### src/design/sthm_pkg.sv
// Shared constants, types and index helpers for the tensor harmonic-mean block.
package sthm_pkg;

    localparam int COMPONENT_WIDTH_DEF = 32;
    localparam int WEIGHT_BITS = 16;
    localparam logic [WEIGHT_BITS:0] WEIGHT_ONE = (WEIGHT_BITS + 1)'(1) << WEIGHT_BITS;
    localparam int LIMB_W = 32;
    localparam int NCOMP = 6;

    typedef struct packed {
        logic [63:0] xx_xy;
        logic [63:0] xz_yy;
        logic [63:0] yz_zz;
        logic        singular;
    } face_t;

    // storage slot of element (i,j) of a symmetric 3x3 tensor: xx xy xz yy yz zz
    function automatic int sym_slot(input int i, input int j);
        int lo;
        int hi;
        lo = (i < j) ? i : j;
        hi = (i < j) ? j : i;
        if (lo == 0) begin
            return hi;
        end else if (lo == 1) begin
            return 2 + hi;
        end else begin
            return 5;
        end
    endfunction

    function automatic int slot_row(input int s);
        case (s)
            0, 1, 2: return 0;
            3, 4:    return 1;
            default: return 2;
        endcase
    endfunction

    function automatic int slot_col(input int s);
        case (s)
            0:       return 0;
            1, 3:    return 1;
            default: return 2;
        endcase
    endfunction

endpackage

### src/design/sthm_mul.sv
// Two-stage signed multiplier built from registered 33x33 limb products.
module sthm_mul #(
    parameter int AW = 32,
    parameter int BW = 32
) (
    input  logic                 aclk,
    input  logic                 en,
    input  logic signed [AW-1:0] a,
    input  logic signed [BW-1:0] b,
    output logic signed [AW+BW-1:0] p
);
    localparam int LW = sthm_pkg::LIMB_W;
    localparam int LA = (AW + LW - 1) / LW;
    localparam int LB = (BW + LW - 1) / LW;
    localparam int XW = LW * (LA + LB) + 2;

    logic signed [LW*LA-1:0]  ax;
    logic signed [LW*LB-1:0]  bx;
    logic signed [LW:0]       la [LA];
    logic signed [LW:0]       lb [LB];
    logic signed [2*LW+1:0]   pp_reg [LA][LB];
    logic signed [XW-1:0]     acc;
    logic signed [AW+BW-1:0]  p_reg;

    assign ax = (LW * LA)'(a);
    assign bx = (LW * LB)'(b);

    // low limbs are unsigned, the top limb carries the sign
    always_comb begin
        for (int i = 0; i < LA; i++) begin
            la[i] = (i == LA - 1) ? {ax[LW*i+LW-1], ax[LW*i +: LW]} : {1'b0, ax[LW*i +: LW]};
        end
        for (int j = 0; j < LB; j++) begin
            lb[j] = (j == LB - 1) ? {bx[LW*j+LW-1], bx[LW*j +: LW]} : {1'b0, bx[LW*j +: LW]};
        end
    end

    always_ff @(posedge aclk) begin
        if (en) begin
            for (int i = 0; i < LA; i++) begin
                for (int j = 0; j < LB; j++) begin
                    pp_reg[i][j] <= la[i] * lb[j];
                end
            end
        end
    end

    always_comb begin
        acc = '0;
        for (int i = 0; i < LA; i++) begin
            for (int j = 0; j < LB; j++) begin
                acc = acc + (XW'(pp_reg[i][j]) <<< (LW * (i + j)));
            end
        end
    end

    always_ff @(posedge aclk) begin
        if (en) begin
            p_reg <= acc[AW+BW-1:0];
        end
    end

    assign p = p_reg;

endmodule

### config.mk
export PLATFORM = sky130hd
export DESIGN_NAME = sthm_mul
export DESIGN_NICKNAME = d
export VERILOG_FILES = /design/src/design/sthm_pkg.sv /design/src/design/sthm_mul.sv
export SDC_FILE = /design/constraint.sdc
export NUM_CORES = 2
export LEC_CHECK = 0
export BUFFER_PORTS_ARGS = -buffer_cell sky130_fd_sc_hd__buf_4
export CORE_AREA = 2 2 283 285
export CTS_CLUSTER_SIZE = 10
export DETAILED_ROUTE_END_ITERATION = 12
export DIE_AREA = 0 0 285 287
export GPL_TIMING_DRIVEN = 0
export PLACE_DENSITY = 0.69
export SLEW_MARGIN = 0
export SYNTH_ARGS = -nofsm -noshare
export SYNTH_HDL_FRONTEND = slang
export SYNTH_SLANG_ARGS = --single-unit
export TNS_END_PERCENT = 5
### constraint.sdc
create_clock -name aclk -period 13 [get_ports aclk]
set_clock_uncertainty 0.05 [all_clocks]
set_input_delay 1.95 -clock aclk [delete_from_list [all_inputs] [get_ports aclk]]
set_output_delay 1.95 -clock aclk [all_outputs]
set_load 0.01 [all_outputs]
==> flow_summary.yaml <==
sta:
  maxSlewHeadroom: 0.09574
  fin_setup_tns_ps: 0
  setup-violations-final: 0
  worst_slew_pin_slew_ps: 1352
  hold_viol: 0
  rsz0062_at_grt: "false"
  post-route-period-util: 0.8209
  min_period_ps: 10670
  fmax_mhz: 93.71
  slew_viol_final: 0
routing:
  drt-total-wl_um: 128300
  antenna_left: 0
  post-route-drc-count: 0
  wire_per_inst_um: 24.64
  firstDrtPassIters: 6
  viasPerCell: 5.522
  vias: 28750
  drtIter0Drc: 2347
synth:
  yosys-top-cells-count: "fa_1 (1082), inv_1 (947), nand2_1 (521)"
  synth_area_um2: 39880
  synth.net_count: 5324
  ys_seq_area_frac: 0.09638
  synth_edf_count: 128
  synth_ff_type: "edfxtp_1"
  yosysMostFrequentCell: "fa_1"
  async_flop_share: 0
  synth_top_area_cell: "fa_1"
  synth_cells: 3992
  synth_top_cells_by_area: "fa_1 (54%), edfxtp_1 (9.6%), inv_1 (8.9%), and2_1 (8.1%), ha_1 (5.8%)"
  yosysTopAreaCellShare: 0.5432
  syn_avg_cell_area_um2: 9.990
  yosysWarnings: 0
  ys_ff_latch: 128
  synth_cell_type_count: 50
final_layout:
  fillCellCount: 7038
  nets: 5473
  layout-drive-gt1-share: 0.04141
  largest_reg_flops: 64
  area_growth_pct: 7.345
grt:
  grt_use_total: 0.3248
  gr-total-overflow: 0
  grt_pass1_vias: 30940
  antenna_found_initial: 8
  grt_pass1_wl_um: 191500
  grt_max_degree: 100
worst_setup_path:
  cp-end-kind: "flop"
  worst-path-max-fanout: 10
  criticalPathCategory: "in -> reg"
  worst_setup_path_start_kind: "input port"
  crit_arrival_ps: 10850
  cp.required_ps: 13180
place:
  hpwl_um: 112300
  io_buffers: 129
  gp_congestion: 1.055
clocking:
  cts_tree: "built"
  cts.reportedPaths.clkPinSlew_ps: 70
  cts_sinks: 128
  cts_resized: 0
  root_buffer: "clkbuf_16"
  postCtsSetupBuffers: 0
  clk_latency_ps: 430
  numCtsBuffers: 17
  hold_buffers: 0
  clockBufferDepth: 2
  h-tree-depth: 4
floorplan:
  initial_core_util: 0.5073
  die_width_um: 285
  die_area_um2: 81800
  io-pin-count: 130
  die_y_um: 287
  rows: 103
  core_area_um2: 78610
min_path:
  hold_path_class: "reg -> reg"
job:
  cap_violations: 0
outcome:
  outcome: "finished clean"
## area by class of cell
type | instances | area (µm²) | area share
Clock buffer | 17 | 425.4 | 0.009937
Buffer | 209 | 785.8 | 0.01836
Tap cell | 1050 | 1314 | 0.03069
Sequential cell | 128 | 3844 | 0.08979
Timing Repair Buffer | 130 | 999.7 | 0.02335
Clock inverter | 15 | 182.7 | 0.004267
Multi-Input combinational cell | 2708 | 31700 | 0.7404
Antenna cell | 3 | 7.507 | 0.0001754
Inverter | 947 | 3555 | 0.08304
## metrics by stage
stage	std cells	hold WS (ps)	instance area (µm²)	util	setup WS (ps)
floorplan	3992	350.3	39880	-	3599
global placement	5171	352.5	42160	0.5363	1992
detailed placement	5172	354.5	42190	0.5367	1909
CTS	5204	355.6	42800	0.5445	2373
global route	5205	361.7	42800	0.5445	1878
finish	5207	356.8	42810	0.5445	2329
## metal layers
layer	vias to the layer above	share of wire	track usage
met3	449	0.089	0.06889
met2	1487	0.47	0.5264
met5	-	0.00027	0
met1	14970	0.35	0.3913
li1	11840	-	-
met4	6	0.086	0.2249
## layout by cell type, fill, tap and decap left out, drive strengths merged, types with 4 or more instances in the layout
cell type,Yosys,routed
buf,1,131
xor2,19,19
o21a,7,7
nor2b,4,4
and2,519,519
and3,4,4
nand3,13,13
nand4,10,10
o21ai,47,47
edfxtp,128,128
nand2,521,521
a31oi,5,5
fa,1082,1082
a21oi,75,75
clkbuf,208,225
nor2,58,58
clkinv,0,4
inv,947,957
a21o,23,23
ha,184,184
xnor2,52,52
o211ai,5,5
a211oi,7,7
nor3,10,10
nor4,4,4
nand2b,13,13
o21bai,12,12
## cells by family (layout without fill, tap and decap cells)
logic type                 Yosys count  after routing  share of synthesized area
other                                0              3                          0
xor gates and xnor gates            71             71                    0.01559
AOI/OAI and AO/OA                  205            205                    0.03219
and+or+nand+nor                   1166           1166                     0.1461
buffers and inverters             1156           1318                     0.1088
adders and majority gates         1266           1266                     0.6009
DFF                                128            128                    0.09638
## worst paths after layout
| check | startpoint | end | slack [ps] | cells after the start |
|---|---|---|---|---|
| hold reg to reg | pp_reg[0][24] | p[24] | 360 | 0 |
| setup reg to reg | pp_reg[0][50] | p[50] | 12300 | 0 |
| hold / removal | pp_reg[0][24] | p[24] | 360 | 0 |
| setup / recovery | b[31] | pp_reg[0][62] | 2330 | 24 |
## worst max-delay path, stage by stage
cell and delay [ps]:
buf_4 210, inv_1 570, clkbuf_1 710, nor2_1 150
fa_1 540, fa_1 430, fa_1 510, fa_1 650
fa_1 560, fa_1 430, fa_1 520, inv_1 50
fa_1 480, inv_1 50, ha_1 260, clkbuf_1 270
nand4_1 190, or3_1 380, nor4_1 360, o21ai_1 240
a21boi_1 410, a221o_1 350, a31oi_1 210, a311oi_1 360
Power is left out: the tool's default activity adds up to more than one toggle a clock period on the data nets, which glitch-free logic cannot reach.
